===== src/rtl/msc_pkg.sv =====
`default_nettype none

package msc_pkg;

  localparam int VW = 32;            // position / velocity word
  localparam int FW = 31;            // follow limit width
  localparam int MOTORS = 16;
  localparam int MIW = $clog2(MOTORS);
  localparam int MODEW = 8;
  localparam int PHW = 2;
  localparam int CHECKS = 12;
  localparam int FCW = 4;
  localparam int CIW = 3;            // config index width

  // difference and scaled-difference widths
  localparam int D1W = VW + 1;       // first differences, follow gaps
  localparam int D2W = VW + 3;       // second difference
  localparam int SCW = 10;           // bits added by a times-1000 step
  localparam int K1W = D1W + SCW;
  localparam int K2W = D2W + SCW;
  localparam int KKW = K2W + SCW;

  // 1000 = 2^10 - 2^4 - 2^3
  localparam int SH_HI = 10;
  localparam int SH_A = 4;
  localparam int SH_B = 3;

  localparam logic [MODEW-1:0] OPM_POS = MODEW'(8);
  localparam logic [MODEW-1:0] DPM_VEL = MODEW'(9);
  localparam logic [PHW-1:0] PHASE_LATER = PHW'(3);

  localparam logic [FCW-1:0] FC_NONE = '0;

  // check positions in the fault-code order (bit k is code k+1)
  localparam int CK_POS_MAX = 0;
  localparam int CK_POS_MIN = 1;
  localparam int CK_POS_STEP = 2;
  localparam int CK_POS_STEP_START = 3;
  localparam int CK_POS_D2 = 4;
  localparam int CK_POS_D2_START = 5;
  localparam int CK_POS_FOLLOW = 6;
  localparam int CK_VEL_MAX = 7;
  localparam int CK_VEL_MIN = 8;
  localparam int CK_VEL_STEP = 9;
  localparam int CK_VEL_STEP_START = 10;
  localparam int CK_VEL_FOLLOW = 11;

  typedef enum logic [CIW-1:0] {
    REG_POS_UPPER  = 3'd0,
    REG_POS_LOWER  = 3'd1,
    REG_VEL_UPPER  = 3'd2,
    REG_VEL_LOWER  = 3'd3,
    REG_ACC_UPPER  = 3'd4,
    REG_ACC_LOWER  = 3'd5,
    REG_POS_FOLLOW = 3'd6,
    REG_VEL_FOLLOW = 3'd7
  } reg_idx_t;

  typedef struct packed {
    logic signed [VW-1:0] pos_upper_limit;
    logic signed [VW-1:0] pos_lower_limit;
    logic signed [VW-1:0] vel_upper_limit;
    logic signed [VW-1:0] vel_lower_limit;
    logic signed [VW-1:0] acc_upper_limit;
    logic signed [VW-1:0] acc_lower_limit;
    logic [FW-1:0]        pos_follow_limit;
    logic [FW-1:0]        vel_follow_limit;
  } cfg_t;

  // input item, first field in the highest bits
  typedef struct packed {
    logic signed [VW-1:0] act_velocity;
    logic signed [VW-1:0] cmd_velocity;
    logic signed [VW-1:0] act_position;
    logic signed [VW-1:0] cmd_position;
    logic [CHECKS-1:0]    check_disable;
    logic [PHW-1:0]       command_phase;
    logic [MODEW-1:0]     display_mode;
    logic [MODEW-1:0]     operation_mode;
    logic [MIW-1:0]       motor_index;
  } item_t;

  localparam int IN_BITS = $bits(item_t);
  localparam int IN_TDATA_W = ((IN_BITS + 7) / 8) * 8;

  typedef struct packed {
    logic [MIW-1:0] echo_motor;
    logic [FCW-1:0] fault_code;
    logic           fault;
  } res_t;

  localparam int OUT_BITS = $bits(res_t);
  localparam int OUT_TDATA_W = ((OUT_BITS + 7) / 8) * 8;

  // per-item control carried down the pipe
  typedef struct packed {
    logic [MIW-1:0]    motor;
    logic [PHW-1:0]    phase;
    logic [CHECKS-1:0] check_disable;
    logic              pos_en;
    logic              vel_en;
  } ctl_t;

  // check results, filled in as the item moves along
  typedef struct packed {
    logic pos_max;
    logic pos_min;
    logic pos_step;
    logic pos_follow;
    logic vel_max;
    logic vel_min;
    logic vel_step;
    logic vel_follow;
  } flag_t;

  typedef struct packed {
    ctl_t                  ctl;
    flag_t                 fl;
    logic signed [D1W-1:0] d1;
    logic signed [D2W-1:0] d2;
    logic signed [D1W-1:0] dv;
    logic signed [D1W-1:0] ep;
    logic signed [D1W-1:0] ev;
  } diff_t;

  typedef struct packed {
    ctl_t                  ctl;
    flag_t                 fl;
    logic signed [K1W-1:0] d1k;
    logic signed [K2W-1:0] d2k;
    logic signed [K1W-1:0] dvk;
  } prod_t;

  typedef struct packed {
    ctl_t                  ctl;
    flag_t                 fl;
    logic signed [KKW-1:0] d2kk;
  } band_t;

endpackage

`default_nettype wire


===== src/rtl/msc_front.sv =====
`default_nettype none

module msc_front (
  input  wire logic           clk,
  input  wire logic           rst,
  input  wire msc_pkg::cfg_t  cfg,
  input  wire logic           in_valid,
  output logic                in_ready,
  input  wire msc_pkg::item_t in_item,
  output logic                out_valid,
  input  wire logic           out_ready,
  output msc_pkg::diff_t      out_data
);

  logic                 a_valid;
  msc_pkg::item_t       a_item;
  logic                 a_load;
  logic                 b_load;
  msc_pkg::diff_t       b_next;

  logic signed [msc_pkg::VW-1:0] hist_pos  [msc_pkg::MOTORS];
  logic signed [msc_pkg::VW-1:0] hist_pos2 [msc_pkg::MOTORS];
  logic signed [msc_pkg::VW-1:0] hist_vel  [msc_pkg::MOTORS];

  logic signed [msc_pkg::VW-1:0] hp;
  logic signed [msc_pkg::VW-1:0] hpp;
  logic signed [msc_pkg::VW-1:0] hv;

  assign b_load = !out_valid || out_ready;
  assign a_load = !a_valid || b_load;
  assign in_ready = a_load;

  // history of the motor now in the input register; earlier items have
  // already written theirs on leaving this stage
  assign hp  = hist_pos[a_item.motor_index];
  assign hpp = hist_pos2[a_item.motor_index];
  assign hv  = hist_vel[a_item.motor_index];

  always_comb begin
    b_next = '0;
    b_next.ctl.motor = a_item.motor_index;
    b_next.ctl.phase = a_item.command_phase;
    b_next.ctl.check_disable = a_item.check_disable;
    b_next.ctl.pos_en = (a_item.operation_mode == msc_pkg::OPM_POS);
    b_next.ctl.vel_en = (a_item.display_mode == msc_pkg::DPM_VEL);
    b_next.fl.pos_max = $signed(a_item.cmd_position) > $signed(cfg.pos_upper_limit);
    b_next.fl.pos_min = $signed(a_item.cmd_position) < $signed(cfg.pos_lower_limit);
    b_next.fl.vel_max = $signed(a_item.cmd_velocity) > $signed(cfg.vel_upper_limit);
    b_next.fl.vel_min = $signed(a_item.cmd_velocity) < $signed(cfg.vel_lower_limit);
    b_next.d1 = msc_pkg::D1W'($signed(a_item.cmd_position)) - msc_pkg::D1W'(hp);
    b_next.d2 = msc_pkg::D2W'($signed(a_item.cmd_position)) + msc_pkg::D2W'(hpp)
              - (msc_pkg::D2W'(hp) <<< 1);
    b_next.dv = msc_pkg::D1W'($signed(a_item.cmd_velocity)) - msc_pkg::D1W'(hv);
    b_next.ep = msc_pkg::D1W'($signed(a_item.cmd_position))
              - msc_pkg::D1W'($signed(a_item.act_position));
    b_next.ev = msc_pkg::D1W'($signed(a_item.cmd_velocity))
              - msc_pkg::D1W'($signed(a_item.act_velocity));
  end

  always_ff @(posedge clk) begin
    if (rst) begin
      a_valid <= 1'b0;
      out_valid <= 1'b0;
      for (int i = 0; i < msc_pkg::MOTORS; i++) begin
        hist_pos[i] <= '0;
        hist_pos2[i] <= '0;
        hist_vel[i] <= '0;
      end
    end else begin
      if (a_load) begin
        a_valid <= in_valid;
      end
      if (b_load) begin
        out_valid <= a_valid;
      end
      // history moves on even when a check fails
      if (a_valid && b_load) begin
        hist_pos2[a_item.motor_index] <= hp;
        hist_pos[a_item.motor_index] <= a_item.cmd_position;
        hist_vel[a_item.motor_index] <= a_item.cmd_velocity;
      end
    end
  end

  always_ff @(posedge clk) begin
    if (a_load && in_valid) begin
      a_item <= in_item;
    end
    if (b_load && a_valid) begin
      out_data <= b_next;
    end
  end

endmodule

`default_nettype wire


===== src/rtl/msc_scale.sv =====
`default_nettype none

module msc_scale (
  input  wire logic           clk,
  input  wire logic           rst,
  input  wire msc_pkg::cfg_t  cfg,
  input  wire logic           in_valid,
  output logic                in_ready,
  input  wire msc_pkg::diff_t in_data,
  output logic                out_valid,
  input  wire logic           out_ready,
  output msc_pkg::band_t      out_data
);

  logic                  c_valid;
  msc_pkg::prod_t        c_data;
  msc_pkg::prod_t        c_next;
  msc_pkg::band_t        d_next;
  logic                  c_load;
  logic                  d_load;

  logic signed [msc_pkg::K1W-1:0] d1_x;
  logic signed [msc_pkg::K2W-1:0] d2_x;
  logic signed [msc_pkg::K1W-1:0] dv_x;
  logic signed [msc_pkg::KKW-1:0] d2k_x;
  logic [msc_pkg::D1W-1:0]        ep_mag;
  logic [msc_pkg::D1W-1:0]        ev_mag;

  assign d_load = !out_valid || out_ready;
  assign c_load = !c_valid || d_load;
  assign in_ready = c_load;

  assign d1_x = msc_pkg::K1W'($signed(in_data.d1));
  assign d2_x = msc_pkg::K2W'($signed(in_data.d2));
  assign dv_x = msc_pkg::K1W'($signed(in_data.dv));
  assign d2k_x = msc_pkg::KKW'($signed(c_data.d2k));

  assign ep_mag = in_data.ep[msc_pkg::D1W-1] ? msc_pkg::D1W'(-in_data.ep)
                                             : msc_pkg::D1W'(in_data.ep);
  assign ev_mag = in_data.ev[msc_pkg::D1W-1] ? msc_pkg::D1W'(-in_data.ev)
                                             : msc_pkg::D1W'(in_data.ev);

  // scale the differences by 1000 so the bounds need no division:
  // d > floor(L/1000) is the same as 1000*d > L
  always_comb begin
    c_next.ctl = in_data.ctl;
    c_next.fl = in_data.fl;
    c_next.fl.pos_follow = ep_mag > msc_pkg::D1W'(cfg.pos_follow_limit);
    c_next.fl.vel_follow = ev_mag > msc_pkg::D1W'(cfg.vel_follow_limit);
    c_next.d1k = (d1_x <<< msc_pkg::SH_HI) - (d1_x <<< msc_pkg::SH_A)
               - (d1_x <<< msc_pkg::SH_B);
    c_next.d2k = (d2_x <<< msc_pkg::SH_HI) - (d2_x <<< msc_pkg::SH_A)
               - (d2_x <<< msc_pkg::SH_B);
    c_next.dvk = (dv_x <<< msc_pkg::SH_HI) - (dv_x <<< msc_pkg::SH_A)
               - (dv_x <<< msc_pkg::SH_B);
  end

  always_comb begin
    d_next.ctl = c_data.ctl;
    d_next.fl = c_data.fl;
    d_next.fl.pos_step =
        ($signed(c_data.d1k) > msc_pkg::K1W'($signed(cfg.vel_upper_limit)))
     || ($signed(c_data.d1k) < msc_pkg::K1W'($signed(cfg.vel_lower_limit)));
    d_next.fl.vel_step =
        ($signed(c_data.dvk) > msc_pkg::K1W'($signed(cfg.acc_upper_limit)))
     || ($signed(c_data.dvk) < msc_pkg::K1W'($signed(cfg.acc_lower_limit)));
    // second difference against 1e-6 of the limit: one more times-1000
    d_next.d2kk = (d2k_x <<< msc_pkg::SH_HI) - (d2k_x <<< msc_pkg::SH_A)
                - (d2k_x <<< msc_pkg::SH_B);
  end

  always_ff @(posedge clk) begin
    if (rst) begin
      c_valid <= 1'b0;
      out_valid <= 1'b0;
    end else begin
      if (c_load) begin
        c_valid <= in_valid;
      end
      if (d_load) begin
        out_valid <= c_valid;
      end
    end
  end

  always_ff @(posedge clk) begin
    if (c_load && in_valid) begin
      c_data <= c_next;
    end
    if (d_load && c_valid) begin
      out_data <= d_next;
    end
  end

endmodule

`default_nettype wire


===== src/rtl/msc_judge.sv =====
`default_nettype none

module msc_judge (
  input  wire logic           clk,
  input  wire logic           rst,
  input  wire msc_pkg::cfg_t  cfg,
  input  wire logic           in_valid,
  output logic                in_ready,
  input  wire msc_pkg::band_t in_data,
  output logic                out_valid,
  input  wire logic           out_ready,
  output msc_pkg::res_t       out_data
);

  logic                          pos_d2;
  logic                          ph_ge2;
  logic                          ph_later;
  logic                          pe;
  logic                          ve;
  logic [msc_pkg::CHECKS-1:0]    fail;
  logic [msc_pkg::CHECKS-1:0]    active;
  logic [msc_pkg::FCW-1:0]       code;
  msc_pkg::res_t                 res_next;

  assign in_ready = !out_valid || out_ready;

  assign pos_d2 =
      ($signed(in_data.d2kk) > msc_pkg::KKW'($signed(cfg.acc_upper_limit)))
   || ($signed(in_data.d2kk) < msc_pkg::KKW'($signed(cfg.acc_lower_limit)));

  // phase zero counts as a first tick
  assign ph_ge2 = in_data.ctl.phase[msc_pkg::PHW-1];
  assign ph_later = (in_data.ctl.phase == msc_pkg::PHASE_LATER);
  assign pe = in_data.ctl.pos_en;
  assign ve = in_data.ctl.vel_en;

  always_comb begin
    fail = '0;
    fail[msc_pkg::CK_POS_MAX] = pe && in_data.fl.pos_max;
    fail[msc_pkg::CK_POS_MIN] = pe && in_data.fl.pos_min;
    fail[msc_pkg::CK_POS_STEP] = pe && ph_ge2 && in_data.fl.pos_step;
    fail[msc_pkg::CK_POS_STEP_START] = pe && !ph_ge2 && in_data.fl.pos_step;
    fail[msc_pkg::CK_POS_D2] = pe && ph_later && pos_d2;
    fail[msc_pkg::CK_POS_D2_START] = pe && !ph_later && pos_d2;
    fail[msc_pkg::CK_POS_FOLLOW] = pe && in_data.fl.pos_follow;
    fail[msc_pkg::CK_VEL_MAX] = ve && in_data.fl.vel_max;
    fail[msc_pkg::CK_VEL_MIN] = ve && in_data.fl.vel_min;
    fail[msc_pkg::CK_VEL_STEP] = ve && ph_ge2 && in_data.fl.vel_step;
    fail[msc_pkg::CK_VEL_STEP_START] = ve && !ph_ge2 && in_data.fl.vel_step;
    fail[msc_pkg::CK_VEL_FOLLOW] = ve && in_data.fl.vel_follow;
  end

  assign active = fail & ~in_data.ctl.check_disable;

  // lowest failing check wins
  always_comb begin
    code = msc_pkg::FC_NONE;
    for (int k = msc_pkg::CHECKS - 1; k >= 0; k--) begin
      if (active[k]) begin
        code = msc_pkg::FCW'(k + 1);
      end
    end
  end

  always_comb begin
    res_next.echo_motor = in_data.ctl.motor;
    res_next.fault_code = code;
    res_next.fault = (code != msc_pkg::FC_NONE);
  end

  always_ff @(posedge clk) begin
    if (rst) begin
      out_valid <= 1'b0;
    end else if (in_ready) begin
      out_valid <= in_valid;
    end
  end

  always_ff @(posedge clk) begin
    if (in_ready && in_valid) begin
      out_data <= res_next;
    end
  end

endmodule

`default_nettype wire


===== src/rtl/motion_command_safety_checker_top.sv =====
// channel   dir  handshake           payload
// s_*       in   s_tvalid/s_tready   s_tdata: one motor sample
// m_*       out  m_tvalid/m_tready   m_tdata: fault result
// cfg_*     in   cfg_wr_en           cfg_index, cfg_wdata: limit registers
//
// one item per clock sustained while m_* is ready; a result passes through
// the five register stages (input, difference, scale, band, output) with
// the history read in the difference stage
// reset (rst, synchronous) empties the pipe, clears every motor's history
// to zero and sets the limits to their widest values
// a stalled m_* holds only the stages that are full; empty stages still fill
`default_nettype none

module motion_command_safety_checker_top (
  input  wire logic                                clk,
  input  wire logic                                rst,
  // motor_index, operation_mode, display_mode, command_phase,
  // check_disable, cmd_position, act_position, cmd_velocity, act_velocity
  input  wire logic [msc_pkg::IN_TDATA_W-1:0]      s_tdata,
  input  wire logic                                s_tvalid,
  output logic                                     s_tready,
  // fault, fault_code, echo_motor
  output logic [msc_pkg::OUT_TDATA_W-1:0]          m_tdata,
  output logic                                     m_tvalid,
  input  wire logic                                m_tready,
  input  wire logic                                cfg_wr_en,
  input  wire logic [msc_pkg::CIW-1:0]             cfg_index,
  input  wire logic [msc_pkg::VW-1:0]              cfg_wdata
);

  msc_pkg::cfg_t  cfg;
  msc_pkg::item_t s_item;
  msc_pkg::diff_t diff_data;
  msc_pkg::band_t band_data;
  msc_pkg::res_t  res;
  logic           diff_valid;
  logic           diff_ready;
  logic           band_valid;
  logic           band_ready;

  assign s_item = msc_pkg::item_t'(s_tdata[msc_pkg::IN_BITS-1:0]);
  assign m_tdata = msc_pkg::OUT_TDATA_W'(res);

  always_ff @(posedge clk) begin
    if (rst) begin
      cfg.pos_upper_limit <= {1'b0, {(msc_pkg::VW-1){1'b1}}};
      cfg.pos_lower_limit <= {1'b1, {(msc_pkg::VW-1){1'b0}}};
      cfg.vel_upper_limit <= {1'b0, {(msc_pkg::VW-1){1'b1}}};
      cfg.vel_lower_limit <= {1'b1, {(msc_pkg::VW-1){1'b0}}};
      cfg.acc_upper_limit <= {1'b0, {(msc_pkg::VW-1){1'b1}}};
      cfg.acc_lower_limit <= {1'b1, {(msc_pkg::VW-1){1'b0}}};
      cfg.pos_follow_limit <= '1;
      cfg.vel_follow_limit <= '1;
    end else if (cfg_wr_en) begin
      case (msc_pkg::reg_idx_t'(cfg_index))
        msc_pkg::REG_POS_UPPER:  cfg.pos_upper_limit <= cfg_wdata;
        msc_pkg::REG_POS_LOWER:  cfg.pos_lower_limit <= cfg_wdata;
        msc_pkg::REG_VEL_UPPER:  cfg.vel_upper_limit <= cfg_wdata;
        msc_pkg::REG_VEL_LOWER:  cfg.vel_lower_limit <= cfg_wdata;
        msc_pkg::REG_ACC_UPPER:  cfg.acc_upper_limit <= cfg_wdata;
        msc_pkg::REG_ACC_LOWER:  cfg.acc_lower_limit <= cfg_wdata;
        msc_pkg::REG_POS_FOLLOW: cfg.pos_follow_limit <= cfg_wdata[msc_pkg::FW-1:0];
        msc_pkg::REG_VEL_FOLLOW: cfg.vel_follow_limit <= cfg_wdata[msc_pkg::FW-1:0];
        default: begin
        end
      endcase
    end
  end

  msc_front u_front (
    .clk       (clk),
    .rst       (rst),
    .cfg       (cfg),
    .in_valid  (s_tvalid),
    .in_ready  (s_tready),
    .in_item   (s_item),
    .out_valid (diff_valid),
    .out_ready (diff_ready),
    .out_data  (diff_data)
  );

  msc_scale u_scale (
    .clk       (clk),
    .rst       (rst),
    .cfg       (cfg),
    .in_valid  (diff_valid),
    .in_ready  (diff_ready),
    .in_data   (diff_data),
    .out_valid (band_valid),
    .out_ready (band_ready),
    .out_data  (band_data)
  );

  msc_judge u_judge (
    .clk       (clk),
    .rst       (rst),
    .cfg       (cfg),
    .in_valid  (band_valid),
    .in_ready  (band_ready),
    .in_data   (band_data),
    .out_valid (m_tvalid),
    .out_ready (m_tready),
    .out_data  (res)
  );

endmodule

`default_nettype wire

===== config.mk =====
export PLATFORM = sky130hd
export DESIGN_NAME = motion_command_safety_checker_top
export DESIGN_NICKNAME = d
export VERILOG_FILES = /design/src/rtl/msc_pkg.sv /design/src/rtl/msc_front.sv /design/src/rtl/msc_scale.sv /design/src/rtl/msc_judge.sv /design/src/rtl/motion_command_safety_checker_top.sv
export SDC_FILE = /design/constraint.sdc
export NUM_CORES = 2
export LEC_CHECK = 0
export ABC_AREA = 1
export BUFFER_PORTS_ARGS = -buffer_cell sky130_fd_sc_hd__buf_2
export CORE_UTILIZATION = 30
export CTS_CLUSTER_DIAMETER = 200
export DETAILED_ROUTE_END_ITERATION = 8
export HOLD_SLACK_MARGIN = 0.1
export PLACE_DENSITY_LB_ADDON = 0.25
export SLEW_MARGIN = 10
export SYNTH_ARGS = -nofsm -noshare
export SYNTH_HDL_FRONTEND = slang
export SYNTH_HIERARCHICAL = 1
export SYNTH_SLANG_ARGS = --single-unit

===== constraint.sdc =====
create_clock -name clk -period 17.7 [get_ports clk]
set_input_delay 3.54 -clock clk [delete_from_list [all_inputs] [get_ports clk]]
set_output_delay 3.54 -clock clk [all_outputs]
set_load 0.03 [all_outputs]

== After elaboration in Yosys (flattened, before gate mapping) ==
Memory sizes are Yosys's and may differ from the RTL's. A register that Yosys moved wholly into a read port is not among the register bits.
Index checks and enable logic that the tools add are counted.

* Add/sub/neg operators: 16
* Multiply operators: 0
* Divide/modulo/power cells: 0
* Order comparisons: 12
* Equality and inequality tests: 10
* Shift-type cells: 0
* Multiplexer cells: 31
* Bitwise operators: 2
* Reductions and logical operators: 51

{| class="wikitable"
|+ Operators with widths
! kind !! count
|-
| $sub 32x32->33 || 4
|-
| $mux 32 || 3
|-
| $reduce_or 32->1 || 3
|-
| $gt 43x32->1 || 2
|-
| $lt 43x32->1 || 2
|-
| $sub 43x36->43 || 2
|-
| $sub 43x37->43 || 2
|-
| $mux 4 || 18
|-
| $gt 33x31->1 || 2
|-
| $mux 33 || 2
|-
| $neg 33->33 || 2
|-
| $gt 32x32->1 || 2
|-
| $lt 32x32->1 || 2
|-
| $gt 55x32->1 || 1
|-
| $lt 55x32->1 || 1
|-
| $sub 55x48->55 || 1
|-
| $sub 55x49->55 || 1
|-
| $sub 45x38->45 || 1
|-
| $sub 45x39->45 || 1
|-
| $sub 33x33->34 || 1
|-
| $add 32x32->33 || 1
|-
| $logic_and 1x1->1 || 23
|-
| $eq 8x4->1 const B || 2
|-
| $reduce_and 2->1 || 8
|-
| other kinds (11) || 35
|}

* Register bits: 861
* Bits in latches: 0
* Bits in writable memories: 1,536
* Bits in read-only memories: 0
* Bits of input ports: 208
* Output and inout port bits: 18
* Word-level logic and storage cells: 192
* Memories kept: 3

{| class="wikitable"
|+ Memory list
! name !! depth !! bits a word !! rd ports !! clocked after memory_dff !! wr ports !! line !! RTL
|-
| u_front.hist_pos || 16 || 32 || 1 || 1 || 16 || msc_front.sv:21 || <nowiki>logic signed [msc_pkg::VW-1:0] hist_pos [msc_pkg::MOTORS];</nowiki>
|-
| u_front.hist_pos2 || 16 || 32 || 1 || 1 || 16 || msc_front.sv:22 || <nowiki>logic signed [msc_pkg::VW-1:0] hist_pos2 [msc_pkg::MOTORS];</nowiki>
|-
| u_front.hist_vel || 16 || 32 || 1 || 1 || 16 || msc_front.sv:23 || <nowiki>logic signed [msc_pkg::VW-1:0] hist_vel [msc_pkg::MOTORS];</nowiki>
|}

== Logic depth before layout (Yosys ltp) ==
* Depth in word-level cells: 18
* Mapped depth: 26
* Depth with buffers taken out: 26

== Cells and area by module ==
Netlist, hierarchy kept.

{| class="wikitable"
|+ Modules (own cells, without submodules)
! module !! instances !! cells each !! area each (um^2) !! sequential area each (um^2)
|-
| msc_front || 1 || 8,887 || 92,313.5 || 56,814.5
|-
| msc_scale || 1 || 3,910 || 29,179.2 || 6,796.5
|-
| motion_command_safety_checker_top || 1 || 1,269 || 9,316.4 || 5,084.9
|-
| msc_judge || 1 || 543 || 3,508.4 || 290.3
|}

== Worst setup path after synthesis ==
Ideal clock, no wire load.

* Kind: input -> register
* From: input port m_tready
* To: memory u_front/hist_pos2[10][0] (netlist name), enable pin
* Library setup time: 458 ps
* Data arrival time: 17,877 ps
* Data required time: 17,242 ps
* Setup slack: -634 ps
* Cell stages on the path: 12
* Path buffers: 2
* Cells stage by stage: inv_1 nand2_1 inv_1 nand3_1 inv_1 a21oi_1 nand2_1 nor3_2 nand2_1 clkbuf_1 buf_2 nand2_1

{| class="wikitable"
|+ RTL lines
! what !! line !! RTL
|-
| start, declared || motion_command_safety_checker_top.sv:25 || <nowiki>input wire logic m_tready,</nowiki>
|-
| end, declared || msc_front.sv:22 ||
|}

== Final worst setup path ==
* From: input port m_tready
* To: output port s_tready

* Cells in the longest elaborated chain, start to end: 5

{| class="wikitable"
|+ RTL lines
! what !! line !! RTL
|-
| $logic_or 1x1->1 || msc_judge.sv:25 || <nowiki>assign in_ready = !out_valid || out_ready;</nowiki>
|-
| via band_ready || motion_command_safety_checker_top.sv:39 || <nowiki>logic band_ready;</nowiki>
|-
| $logic_or 1x1->1 || msc_scale.sv:29 || <nowiki>assign d_load = !out_valid || out_ready;</nowiki>
|-
| $logic_or 1x1->1 || msc_scale.sv:30 || <nowiki>assign c_load = !c_valid || d_load;</nowiki>
|-
| via diff_ready || motion_command_safety_checker_top.sv:37 || <nowiki>logic diff_ready;</nowiki>
|-
| $logic_or 1x1->1 || msc_front.sv:29 || <nowiki>assign b_load = !out_valid || out_ready;</nowiki>
|-
| $logic_or 1x1->1 || msc_front.sv:30 || <nowiki>assign a_load = !a_valid || b_load;</nowiki>
|-
| end, declared || motion_command_safety_checker_top.sv:21 || <nowiki>output logic s_tready,</nowiki>
|}

The timed path passes the listed nets, and every way through them passes these cells.

==> key figures <==
Outcome
  • Status: completed

Global route
  • Largest net degree at the start of global routing: about 150
  • Global-route wire length before repair: between 600000 and 700000 um
  • Vias in the first global route: 99.7k
  • Gr usage total: 0.202
  • Initial antenna violation count: 43
  • Grt total ovfl: 0

CTS
  • Clock Pin Slew Worst Setup and Hold Paths: 0.06 ns
  • Root Buffer: clkbuf_16
  • H-tree levels: 5
  • CTS tree: built
  • Hold buffers post-CTS: 0
  • Clock Latency Late Sink: roughly 0.94 ns
  • Clk buf depth: 4
  • Clk sinks: roughly 2.4k
  • Post-CTS sizing: 0
  • Post CTS Setup Buffer Count: 0
  • CTS Buf Count: 276

Drt
  • Routed wire length: about 470000 um
  • Drt first pass iters: 8
  • Number of vias per cell: roughly 5.0
  • Antenna Nets Post-Route: 0
  • DRC: 0
  • Wirelength per Cell: approximately 23 um
  • DR iter-0 viols: between 9k and 10k
  • Vias: 104k

Timing
  • Final Slew Violations: 0
  • Max Fclk: approximately 0.12 GHz
  • Unrepaired setup endpoints after global routing: no
  • Setup_tns: 0 ns
  • Final min period: 8.08 ns
  • Fin crit share: 0.456
  • Final Hold Fails: 0
  • Skew final: between 0.06 and 0.07 ns
  • Final WS setup: between 9 and 10 ns
  • Hold Slack: slightly below 0.4 ns
  • Worst slew margin: 0.175
  • Worst slew pin tran: 1.23 ns
  • # setup viols final: 0

Power and ir drop
  • Pwr/cell area: 138 nW/um2
  • Sequential Power Share: 0.345
  • Sw power: 8.16 mW
  • LEAKAGE: between 60 and 70 nW
  • Worst VDD drop: 0.0907 mV
  • Sw frac: 0.395
  • Comb power frac: 0.385
  • Clock group share of total power: 0.270
  • Total power: about 21 mW
  • Internal: 12.5 mW

Critical path
  • Critical Path Start: m_tready
  • WP depth: 8
  • CP startpoint kind: primary input
  • CP Capture Type: output pin
  • FF-to-FF End: u_front/out_data[129]$_DFFE_PP_
  • Crit path cell chain: buf_2, inv_1, nand2_1, inv_1, nand3_1, inv_1, nand3_1, buf_2
  • R2R setup slack: ~11 ns
  • Critical path endpoint: s_tready
  • Crit-path max cell delay: 0.20 ns
  • Critical-path top delay cell: buf_2
  • Crit path kind: in2out
  • Arr. time, crit path: approximately 4.5 ns
  • Worst path top cell family by delay: buffers and inverters
  • Worst EP required: between 10 and 15 ns
  • Worst path most repeated cell: inv_1
  • Buf/Inv on CP: 5
  • Critical path peak fanout: 3
  • FF-to-FF path depth: 18

Floorplanning
  • Die Height: 671 um
  • Placeable Area: ~450000 um2
  • Initial Util: 0.301
  • Row count: around 250
  • DIE AREA: roughly 450000 um2
  • Die width: roughly 670 um
  • I/O pins: ~230

Worst hold path
  • Worst Hold Class: reg2reg

Place
  • Placed cell area: between 100000 and 150000 um2
  • Worst slack at placement: between 8 and 9 ns
  • Placed Instances: ~20k
  • IO Port Bufs: roughly 210
  • DP HPWL: 311000 um
  • GPL Wtd Cong: about 0.94

Logic synthesis
  • Cell Area, Synth: around 130000 um2
  • Yosys warns: 6
  • Synthesized area per cell: 9.20 um2
  • Mapped Cells: ~15k

Final layout
  • Commonest non-fill, non-tap cell in the layout: nor2_1
  • Layout cell share with drive strength beyond 1: 0.0649
  • Core Util, Final: 0.337
  • Layout area overhead: 11.7%
  • Final net count: approximately 16k
  • Fin cells: ~21k
  • Design area: 150000 um2
  • Footprint of the multi-input gates: ~57000 um2
  • Commonest cells after routing, fill and taps aside: nor2_1 (3258), edfxtp_1 (2122), nand2_1 (2121), inv_1 (1379), o21ai_0 (853)
  • Fillers: ~46k
  • Register area: 69000 um2

Flow run
  • MaxCap Viol Count: 0
-- layout make-up --
cell class,count,area share
Clock buffer,343,0.0492
Clock inverter,137,0.00767
Multi-Input combinational cell,10088,0.380
Timing Repair Buffer,379,0.0161
Inverter,1482,0.0374
Antenna cell,5,0.0000834
Tap cell,5928,0.0495
Sequential cell,2385,0.460
-- metal layers --
metal  share of wire  track usage  vias to the layer above
li1                -            -                    49346
met1            0.45        0.282                    50728
met2            0.46        0.329                     3245
met3           0.060       0.0232                      663
met4           0.032       0.0583                        8
met5         0.00013            0                        -
-- power groups by stage --
stage / sequential, mW / combinational (mW) / clock (mW)
finish: 7.12 / 7.94 / 5.57
global route: 7.16 / 8.85 / 5.88
CTS: 7.13 / 7.92 / 5.69
detailed placement: 7.24 / 7.88 / 0
global placement: 7.24 / 7.87 / 0
floorplan: 7.12 / 5.37 / 0
-- worst min-delay path by stage --
| stage | startpoint | to | slack, ns | depth (start not counted) |
|---|---|---|---|---|
| 5_1_grt | u_scale/c_data[137]$_DFFE_PP_ | u_scale/out_data[61]$_DFFE_PP_ | 0.41 | 0 |
| 3_3_place_gp | u_scale/c_data[155]$_DFFE_PP_ | u_scale/out_data[79]$_DFFE_PP_ | 0.40 | 0 |
| 6_report | u_scale/c_data[153]$_DFFE_PP_ | u_scale/out_data[77]$_DFFE_PP_ | 0.39 | 0 |
| 4_1_cts | u_scale/c_data[153]$_DFFE_PP_ | u_scale/out_data[77]$_DFFE_PP_ | 0.40 | 0 |
| 3_5_place_dp | u_scale/c_data[147]$_DFFE_PP_ | u_scale/out_data[71]$_DFFE_PP_ | 0.40 | 0 |
| 2_1_floorplan | u_front/a_item[22]$_DFFE_PP_ | u_front/out_data[177]$_DFFE_PP_ | 0.40 | 0 |
-- state kept, by name, indices dropped and copies added (netlist names), named ones only --
signal / flops
u_front/hist_pos: 512
u_front/out_valid: 1
u_front/out_data: 190
u_judge/out_data: 9
u_front/a_valid: 1
u_front/hist_pos2: 512
cfg: 254
u_front/hist_vel: 512
u_scale/out_valid: 1
u_scale/c_data: 148
u_front/a_item: 162
u_scale/out_data: 77
u_judge/out_valid: 1
u_scale/c_valid: 1
(Power assumes the default switching activity.)
